### config.mk
export PLATFORM = sky130hd
export DESIGN_NAME = nrefl_sqrt
export DESIGN_NICKNAME = d
export VERILOG_FILES = /design/src/nrefl_pkg.sv /design/src/nrefl_sqrt.sv
export SDC_FILE = /design/constraint.sdc
export NUM_CORES = 2
export LEC_CHECK = 0
export BUFFER_PORTS_ARGS = -buffer_cell sky130_fd_sc_hd__buf_4
export CORE_MARGIN = 10
export CORE_UTILIZATION = 50
export CTS_CLUSTER_SIZE = 10
export DETAILED_ROUTE_END_ITERATION = 7
export PLACE_DENSITY = 0.66
export SLEW_MARGIN = 10
export SYNTH_ARGS = -nofsm -noshare
export SYNTH_HDL_FRONTEND = slang
export SYNTH_SLANG_ARGS = --single-unit
### constraint.sdc
create_clock -name i_clk -period 11 [get_ports i_clk]
set_clock_uncertainty 0.2 [all_clocks]
set_input_delay 0.55 -clock i_clk [delete_from_list [all_inputs] [get_ports i_clk]]
set_output_delay 0.55 -clock i_clk [all_outputs]
set_load 0.1 [all_outputs]
### src/nrefl_pkg.sv
// ----------------------------------------------------------------------------
// nrefl_pkg
// Shared widths, the pipeline tag and helpers for the normalized 2D
// reflection pipeline.
// ----------------------------------------------------------------------------
`timescale 1ns / 1ps
`default_nettype none

package nrefl_pkg;

    // Field widths at the ports
    localparam int IN_W    = 16;
    localparam int OUT_W   = 16;

    // Front end: products, dot product, scaled terms, reflected vector
    localparam int PROD_W  = 32;
    localparam int DOT_W   = 33;
    localparam int TERM_W  = 49;
    localparam int R_W     = 49;
    localparam int MAG_W   = 48;
    localparam int V_SHIFT = 28;

    // Normalizer: leading-one index, normalized magnitudes, squares, sum
    localparam int MSB_W   = 6;
    localparam int NORM_W  = 31;
    localparam int SQ_W    = 62;
    localparam int SUM_W   = 63;

    // Square root: remainder and root
    localparam int REM_W   = 64;
    localparam int ROOT_W  = 32;

    // Divider: numerator, divisor, quotient
    localparam int DIVN_W  = 47;
    localparam int DIV_W   = 33;
    localparam int Q_W     = 15;
    localparam int Q_SHIFT = 15;

    localparam logic [Q_W-1:0] ONE_Q14 = Q_W'(16384);

    // Control that travels with each item down the pipeline
    typedef struct packed {
        logic valid;
        logic zero;
        logic neg_x;
        logic neg_y;
    } t_tag;

    // Index of the highest set bit; zero for an all-zero word
    function automatic logic [MSB_W-1:0] f_msb(input logic [MAG_W-1:0] x);
        logic [MSB_W-1:0] idx;
        idx = '0;
        for (int i = 0; i < MAG_W; i++) begin
            if (x[i]) begin
                idx = MSB_W'(i);
            end
        end
        return idx;
    endfunction

endpackage

`default_nettype wire

### src/nrefl_sqrt.sv
// ----------------------------------------------------------------------------
// nrefl_sqrt
// Pipelined integer square root: one root bit per register stage, restoring
// digit-by-digit method, floor result.
// ----------------------------------------------------------------------------
`timescale 1ns / 1ps
`default_nettype none

module nrefl_sqrt (
    input  wire logic                                  i_clk,
    input  wire logic                                  i_rst_n,
    input  wire logic                                  i_en,
    input  wire nrefl_pkg::t_tag                       i_tag,
    input  wire logic [nrefl_pkg::SUM_W-1:0]           i_sum,
    input  wire logic [nrefl_pkg::NORM_W-1:0]          i_a,
    input  wire logic [nrefl_pkg::NORM_W-1:0]          i_b,
    output nrefl_pkg::t_tag                            o_tag,
    output logic [nrefl_pkg::ROOT_W-1:0]               o_root,
    output logic [nrefl_pkg::NORM_W-1:0]               o_a,
    output logic [nrefl_pkg::NORM_W-1:0]               o_b
);

    nrefl_pkg::t_tag                   s_tag  [nrefl_pkg::ROOT_W+1];
    logic [nrefl_pkg::REM_W-1:0]       s_rem  [nrefl_pkg::ROOT_W+1];
    logic [nrefl_pkg::ROOT_W-1:0]      s_root [nrefl_pkg::ROOT_W+1];
    logic [nrefl_pkg::NORM_W-1:0]      s_a    [nrefl_pkg::ROOT_W+1];
    logic [nrefl_pkg::NORM_W-1:0]      s_b    [nrefl_pkg::ROOT_W+1];

    assign s_tag[0]  = i_tag;
    assign s_rem[0]  = nrefl_pkg::REM_W'(i_sum);
    assign s_root[0] = '0;
    assign s_a[0]    = i_a;
    assign s_b[0]    = i_b;

    genvar k;
    generate
        for (k = 0; k < nrefl_pkg::ROOT_W; k++) begin : g_stage
            localparam int BIT = nrefl_pkg::ROOT_W - 1 - k;

            nrefl_pkg::t_tag                   r_tag;
            logic [nrefl_pkg::REM_W-1:0]       r_rem, n_rem, w_trial;
            logic [nrefl_pkg::ROOT_W-1:0]      r_root, n_root;
            logic [nrefl_pkg::NORM_W-1:0]      r_a, r_b;

            // Try this root bit; keep it if the remainder covers it
            always_comb begin
                w_trial = (nrefl_pkg::REM_W'(s_root[k]) << (BIT + 1))
                          | (nrefl_pkg::REM_W'(1) << (2 * BIT));
                if (s_rem[k] >= w_trial) begin
                    n_rem  = s_rem[k] - w_trial;
                    n_root = s_root[k] | (nrefl_pkg::ROOT_W'(1) << BIT);
                end else begin
                    n_rem  = s_rem[k];
                    n_root = s_root[k];
                end
            end

            // Advance valid bit
            always_ff @(posedge i_clk) begin
                if (!i_rst_n) begin
                    r_tag.valid <= 1'b0;
                end else if (i_en) begin
                    r_tag <= s_tag[k];
                end
            end

            // Advance datapath
            always_ff @(posedge i_clk) begin
                if (i_en) begin
                    r_rem  <= n_rem;
                    r_root <= n_root;
                    r_a    <= s_a[k];
                    r_b    <= s_b[k];
                end
            end

            assign s_tag[k+1]  = r_tag;
            assign s_rem[k+1]  = r_rem;
            assign s_root[k+1] = r_root;
            assign s_a[k+1]    = r_a;
            assign s_b[k+1]    = r_b;
        end
    endgenerate

    assign o_tag  = s_tag[nrefl_pkg::ROOT_W];
    assign o_root = s_root[nrefl_pkg::ROOT_W];
    assign o_a    = s_a[nrefl_pkg::ROOT_W];
    assign o_b    = s_b[nrefl_pkg::ROOT_W];

endmodule

`default_nettype wire

## Word level (Yosys, flattened, before mapping)

Cells that the tools add are included.

- Bits in read-only memories: 0
- Memories: 0
- Register bits after elaboration: 5120
- Output and inout port bits: 98
- Input bits: 132
- RAM bits: 0
- Bits in latches: 0
- Logic and storage cells: 383

- Div/mod/pow operators: 0
- Shift operators: 0
- Order comparisons: 32
- Reductions and logical operators: 1
- Add/subtract/negate cells: 31
- Multiplexer cells: 32
- Eq/ne operators: 0
- Bitwise gates (word level): 0
- $mul: 0

Operators by type and width:

| operator | number |
|---|---|
| $mux W64 | 30 |
| $ge A64 B33 Y1 | 1 |
| $ge A64 B34 Y1 | 1 |
| $ge A64 B35 Y1 | 1 |
| $ge A64 B36 Y1 | 1 |
| $ge A64 B37 Y1 | 1 |
| $ge A64 B38 Y1 | 1 |
| $ge A64 B39 Y1 | 1 |
| $ge A64 B40 Y1 | 1 |
| $ge A64 B41 Y1 | 1 |
| $ge A64 B42 Y1 | 1 |
| $ge A64 B43 Y1 | 1 |
| $ge A64 B44 Y1 | 1 |
| $ge A64 B45 Y1 | 1 |
| $ge A64 B46 Y1 | 1 |
| $ge A64 B47 Y1 | 1 |
| $ge A64 B48 Y1 | 1 |
| $ge A64 B49 Y1 | 1 |
| $ge A64 B50 Y1 | 1 |
| $ge A64 B51 Y1 | 1 |
| $ge A64 B52 Y1 | 1 |
| $ge A64 B53 Y1 | 1 |
| $ge A64 B54 Y1 | 1 |
| $ge A64 B55 Y1 | 1 |
| 43 further kinds | 43 |

## Logic depth before layout (Yosys ltp)

- Word-level depth: 2
- Gate-level depth with buffers: 15
- Mapped depth without buffers: 12

## Least setup slack after synthesis

No wires, ideal clock.

- Kind: input -> register
- Start: in i_en
- End: reg g_stage[0].r_tag[0] (netlist bit) (enable)
- Arrival time: 3.552 ns
- Stages: 3
- Path buffers: 2
- Library setup time: 0.466 ns
- Required time: 10.334 ns
- Path slack: 6.782 ns
- Path through: clkbuf_1 clkbuf_1 and2_1

- Longest elaborated chain between the ends: 1

Ends and longest elaborated chain:

| what | line | source |
|---|---|---|
| from (decl) | nrefl_sqrt.sv:12 | `input wire logic i_en,` |
| $reduce_and A2 Y1 (no source line) | n/a |  |
| to (signal assigned) | nrefl_sqrt.sv:63 | `r_tag <= s_tag[k];` |
| to (decl) | nrefl_sqrt.sv:40 | `nrefl_pkg::t_tag r_tag;` |

No other way between the ends.
A chain may end at the register's enable or synchronous reset.

## Worst setup path in the final report

- Start: reg g_stage[23].r_rem[44] (netlist bit)
- End: reg g_stage[24].r_rem[52] (netlist bit), data pin

- Longest elaborated chain between the ends: 2
- Elaborated cells on any way between the ends: 3
- Those cells by class: add/sub: 1; order compare: 1; mux: 1

Ends and longest elaborated chain:

| what | line | source |
|---|---|---|
| from (decl) | nrefl_sqrt.sv:41 | `logic [nrefl_pkg::REM_W-1:0] r_rem, n_rem, w_trial;` |
| from (signal assigned) | nrefl_sqrt.sv:70 | `r_rem <= n_rem;` |
| $sub A64 B40 Y64 / $ge A64 B40 Y1 (equally long branches) | nrefl_sqrt.sv:50, nrefl_sqrt.sv:49 |  |
| $mux W64 * | nrefl_sqrt.sv:49 | `if (s_rem[k] >= w_trial) begin` |
| via g_stage[24].n_rem, one bit | nrefl_sqrt.sv:41 |  |
| to (signal assigned) | nrefl_sqrt.sv:70 |  |
| to (decl) | nrefl_sqrt.sv:41 |  |

Mark *: on every way through the listed nets, which the timed path passes. The rest lies on a longest branch.

==> summary by stage <==
CTS
In this run the deepest clock path goes through 4 buffers. The number of setup buffers added after CTS is 0. Gates resized during post-CTS repair numbered 0.

The buffer type at the clock tree root is sky130_fd_sc_hd__clkbuf_16. The post-CTS clock slew at the launch and capture registers of the worst setup and hold paths is 50 ps. The number of buffers created by CTS is 547. For this design, the CTS-stage hold fixing added 253 buffers. The count of clock tree sinks is 4624. TritonCTS built the clock tree. The clock tree synthesis step divided the H-tree into 6 levels. At the later pin of the worst-skew pair, clock insertion delay measures 980 ps.

Hold path
The worst hold path begins at i_sum[28]. The class of the tightest hold or removal check is in -> reg. For hold timing, the worst endpoint is g_stage[0].r_rem[28]$_DFFE_PP_.

The cell depth of the worst hold path is 2.

Worst setup path
The highest fanout seen on the critical path is 38. The critical path's slowest cell is sky130_fd_sc_hd__and2_1. For the worst setup path, the data arrival time is 5660 ps. The delay contributed by the slowest stage of the critical path is 740 ps.

The startpoint type of the worst setup path is a flip-flop. The worst setup slack for register-to-register paths is 5850 ps. The count of cells along the worst register-to-register path is 10. The worst register-to-register path begins at g_stage[23].r_rem[44]$_DFFE_PP_. STA classifies the critical path endpoint as a flip-flop. Counting stages on the worst path, the most repeated cell is sky130_fd_sc_hd__nor3_1. The critical path class is reg -> reg. The critical path goes through nor4_1, nand3b_1, or4_1, or4b_2, nor3_1, and2_1, inv_2, nand2_1, nor3_1, xor2_1. The worst flop-to-flop path endpoint is g_stage[24].r_rem[52]$_DFFE_PP_. At the worst endpoint, the required time is 11500 ps.

GRT
The via count of the first global-routing pass is 101k. Entering global routing, the biggest net connects 197 pins. The total overflow reported by the global router is 0. The initial antenna violation count is 13. The total global routing track utilization is 18.0%. The first-pass GRT wire length is 564000 um.

Route
The starting DRC count in detailed routing is 7349. The number of remaining DRC errors is 0. The total number of vias is 98.1k. In this run the remaining antenna-violating nets after routing total 0. After detailed routing, the average wire length per cell comes to 20.6 um. The length of the first detailed-routing pass in iterations is 7. Summed over all layers, the routed wires come to 364000 um. The via density per instance is 5.55.

Timing
Across all hold checks on the routed design, the worst slack comes to 74.9 ps. The final critical path takes up 46.8% of the cycle. Setup repair after global routing left no endpoint under its margin. The total setup violations reported at the end of the flow is 0. The total negative setup slack is 0 ps. The final number of max-transition violations is 0. Once routing completed, OpenROAD measured the worst setup slack at 5850 ps. For the pin with the worst max-slew slack, the measured transition is 1210 ps. The worst slew margin relative to its limit is 19.1%. The count of final hold-check violations is 0.

The highest achievable clock rate is 194 MHz. The worst path in the final design needs a cycle of 5150 ps, including I/O delays and setup.

Die
The initial standard-cell utilization of the core is 50.3%. The chip width is 627 um. The placement row count is 222.

In this run the vertical extent of the chip is 627 um. The area of the die is 0.393 sq mm. The placeable core region is 0.366 sq mm. During I/O placement, the number of pins put on the boundary was 230.

Layout
The library cells used most frequently in the layout, excluding fill and tap cells, are 4592 x sky130_fd_sc_hd__edfxtp_1, 691 x sky130_fd_sc_hd__inv_1, 673 x sky130_fd_sc_hd__nor2_1, 652 x sky130_fd_sc_hd__a21oi_1, 556 x sky130_fd_sc_hd__ha_1. The commonest non-fill, non-tap cell in the layout is sky130_fd_sc_hd__edfxtp_1. At the end of the flow, the number of nets in the layout was 13.4k. The area growth from synthesis to layout is 14.1%.

The final design utilization is 57.4%. Cells with a size suffix above 1 make up 8.89% of the layout.

Power and ir drop
Dividing total power by cell area gives a power density of 215 mW/mm^2. The net switching power is 11.8 mW. The part of the total power dissipated in combinational logic is 14.7%. The clock network fraction of total power is 35.2%. The part of the power in registers is 50.1%. The internal power of the cells totals 33.4 mW. In this run the static leakage power is 76.2 nW.

The maximum ir drop on the vdd rail is 0.000165 V. In this run switching power makes up 26.2% of total power. Summing internal, switching and leakage power gives 45.2 mW.

Synth
The distinct cell type count of the synthesized netlist is 97. Yosys printed 0 warnings. The most used flip-flop cell after synthesis is sky130_fd_sc_hd__edfxtp_1.

Counting flops with a built-in enable in the synthesized netlist gives 4592. The share of the yosys chip area belonging to registers is 75.1%. The mean cell area of the mapped netlist is 15.6 sq um.

The fraction of synthesis flops using an asynchronous set or reset pin is 0%. Synthesis produced a netlist whose cell count is 11.8k. The number of flip-flops and latches in the synthesized netlist is 4624. The synthesized area is 0.184 sq mm.

Outcome
The run finished with clean final reports.

Flow run
The count of maximum capacitance violations is 0.

Placement
Buffers placed on the I/O ports in this run total 229. The final HPWL from detailed placement is 252000 um. Timing analysis after detailed placement gives a worst setup slack of 5930 ps. The congestion estimate from routability-driven global placement came to 0.922.
==> per-stage QoR <==
step | cells | instance area, sq um
6_report | 17700 | 210000
5_1_grt | 17700 | 210000
4_1_cts | 17700 | 210000
3_5_place_dp | 16700 | 192000
3_3_place_gp | 16700 | 192000
2_1_floorplan | 11800 | 184000
==> metal layers <==
layer / track usage, % / share of wire (%) / vias to the layer above
met2: 32.2 / 51 / 2696
met5: 0 / 0 / -
met4: 8.47 / 5.1 / 0
li1: - / - / 46500
met1: 21.3 / 39 / 48000
met3: 2.98 / 4.8 / 861
==> cell type report <==
class / instances / area [sq um]
clock buffers: 612 / 14100
repair buffers: 573 / 5130
inverters: 695 / 2610
well taps: 4816 / 6030
fillers: 27600 / 156000
clock inverters: 93 / 1430
diodes: 21 / 52.6
flip-flops and latches: 4624 / 139000
multi-input cells: 6249 / 42400
==> critical path: cells and delay by family (launching register included) <==
kind | cells | cell delay [ps]
xor+xnor | 1 | 150
simple gates | 8 | 3590
flops | 1 | 420
buf+inv | 1 | 520
==> worst max path at each step <==
| stage | start | slack, ps | to | depth (start not counted) |
|---|---|---|---|---|
| final | g_stage[23].r_rem[44]$_DFFE_PP_ | 5850 | g_stage[24].r_rem[52]$_DFFE_PP_ | 10 |
| after global routing | g_stage[23].r_rem[44]$_DFFE_PP_ | 5470 | g_stage[24].r_rem[52]$_DFFE_PP_ | 10 |
| after CTS | g_stage[23].r_rem[44]$_DFFE_PP_ | 5870 | g_stage[24].r_rem[52]$_DFFE_PP_ | 10 |
| after detailed placement | g_stage[23].r_rem[44]$_DFFE_PP_ | 5930 | g_stage[24].r_rem[52]$_DFFE_PP_ | 10 |
| after global placement | g_stage[23].r_rem[46]$_DFFE_PP_ | 5900 | g_stage[24].r_rem[44]$_DFFE_PP_ | 10 |
| after floorplan | i_en | 6780 | g_stage[0].r_tag[0]$_DFFE_PP_ | 3 |
==> synthesized netlist by cell type, types with 15 or more instances <==
master	instances	area [sq um]
sky130_fd_sc_hd__ha_1	556	6960
sky130_fd_sc_hd__and3_1	53	332
sky130_fd_sc_hd__nor3_1	262	1310
sky130_fd_sc_hd__nand2_1	542	2030
sky130_fd_sc_hd__or2_2	47	294
sky130_fd_sc_hd__o21bai_1	55	413
sky130_fd_sc_hd__clkbuf_1	174	653
sky130_fd_sc_hd__a21boi_0	23	173
sky130_fd_sc_hd__or3_1	95	594
sky130_fd_sc_hd__nand3_1	163	816
sky130_fd_sc_hd__nor4_1	326	2040
sky130_fd_sc_hd__nor2b_1	101	632
sky130_fd_sc_hd__nand3b_1	36	270
sky130_fd_sc_hd__nand4_1	191	1190
sky130_fd_sc_hd__o31ai_1	46	345
sky130_fd_sc_hd__a31o_2	17	149
sky130_fd_sc_hd__nand4b_1	31	272
sky130_fd_sc_hd__o2111ai_1	15	131
sky130_fd_sc_hd__nor3b_1	20	150
sky130_fd_sc_hd__or4_1	48	360
sky130_fd_sc_hd__a211o_1	16	140
sky130_fd_sc_hd__a31oi_1	67	419
sky130_fd_sc_hd__mux2_2	80	901
sky130_fd_sc_hd__buf_1	15	56.3
sky130_fd_sc_hd__a211oi_1	38	285
sky130_fd_sc_hd__o211ai_1	33	248
sky130_fd_sc_hd__a21oi_1	652	3260
sky130_fd_sc_hd__mux2i_1	40	400
sky130_fd_sc_hd__o21a_1	89	668
sky130_fd_sc_hd__a221oi_1	18	158
sky130_fd_sc_hd__a21o_1	238	1790
sky130_fd_sc_hd__nor2_1	674	2530
sky130_fd_sc_hd__buf_2	29	145
sky130_fd_sc_hd__edfxtp_1	4592	138000
sky130_fd_sc_hd__dfxtp_1	32	641
sky130_fd_sc_hd__xnor2_1	507	4440
sky130_fd_sc_hd__and4_1	25	219
sky130_fd_sc_hd__and2_1	39	244
sky130_fd_sc_hd__xor2_1	391	3420
sky130_fd_sc_hd__inv_1	691	2590
sky130_fd_sc_hd__nand2b_1	93	582
sky130_fd_sc_hd__nor4b_1	48	420
sky130_fd_sc_hd__o21ai_0	388	1940
==> cell families after synthesis <==
family,count (synthesis),share of synthesized area [%]
xor+xnor,898,4.27
buf+inv,918,1.90
other cells,1,0.00203
mux,125,0.747
flops,4624,75.1
fa+ha+maj,556,3.77
simple gates,2839,8.01
compound gates,1829,6.15
==> sequential cells by signal, indices dropped and copies added (netlist names) <==
name	flops
o_b	31
g_stage.r_rem	1984
g_stage.r_a	961
o_root	32
g_stage.r_tag	124
o_tag	4
g_stage.r_root	496
o_a	31
g_stage.r_b	961
==> power groups by stage <==
stage / combinational, mW / sequential (mW) / clock, mW
detailed placement: 6.49 / 23.0 / 0
CTS: 6.61 / 22.6 / 16.4
finish: 6.66 / 22.6 / 15.9
global route: 7.34 / 22.8 / 17.1
floorplan: 4.50 / 22.6 / 0
global placement: 6.38 / 22.9 / 0
Power figures use the tool's default switching activity.
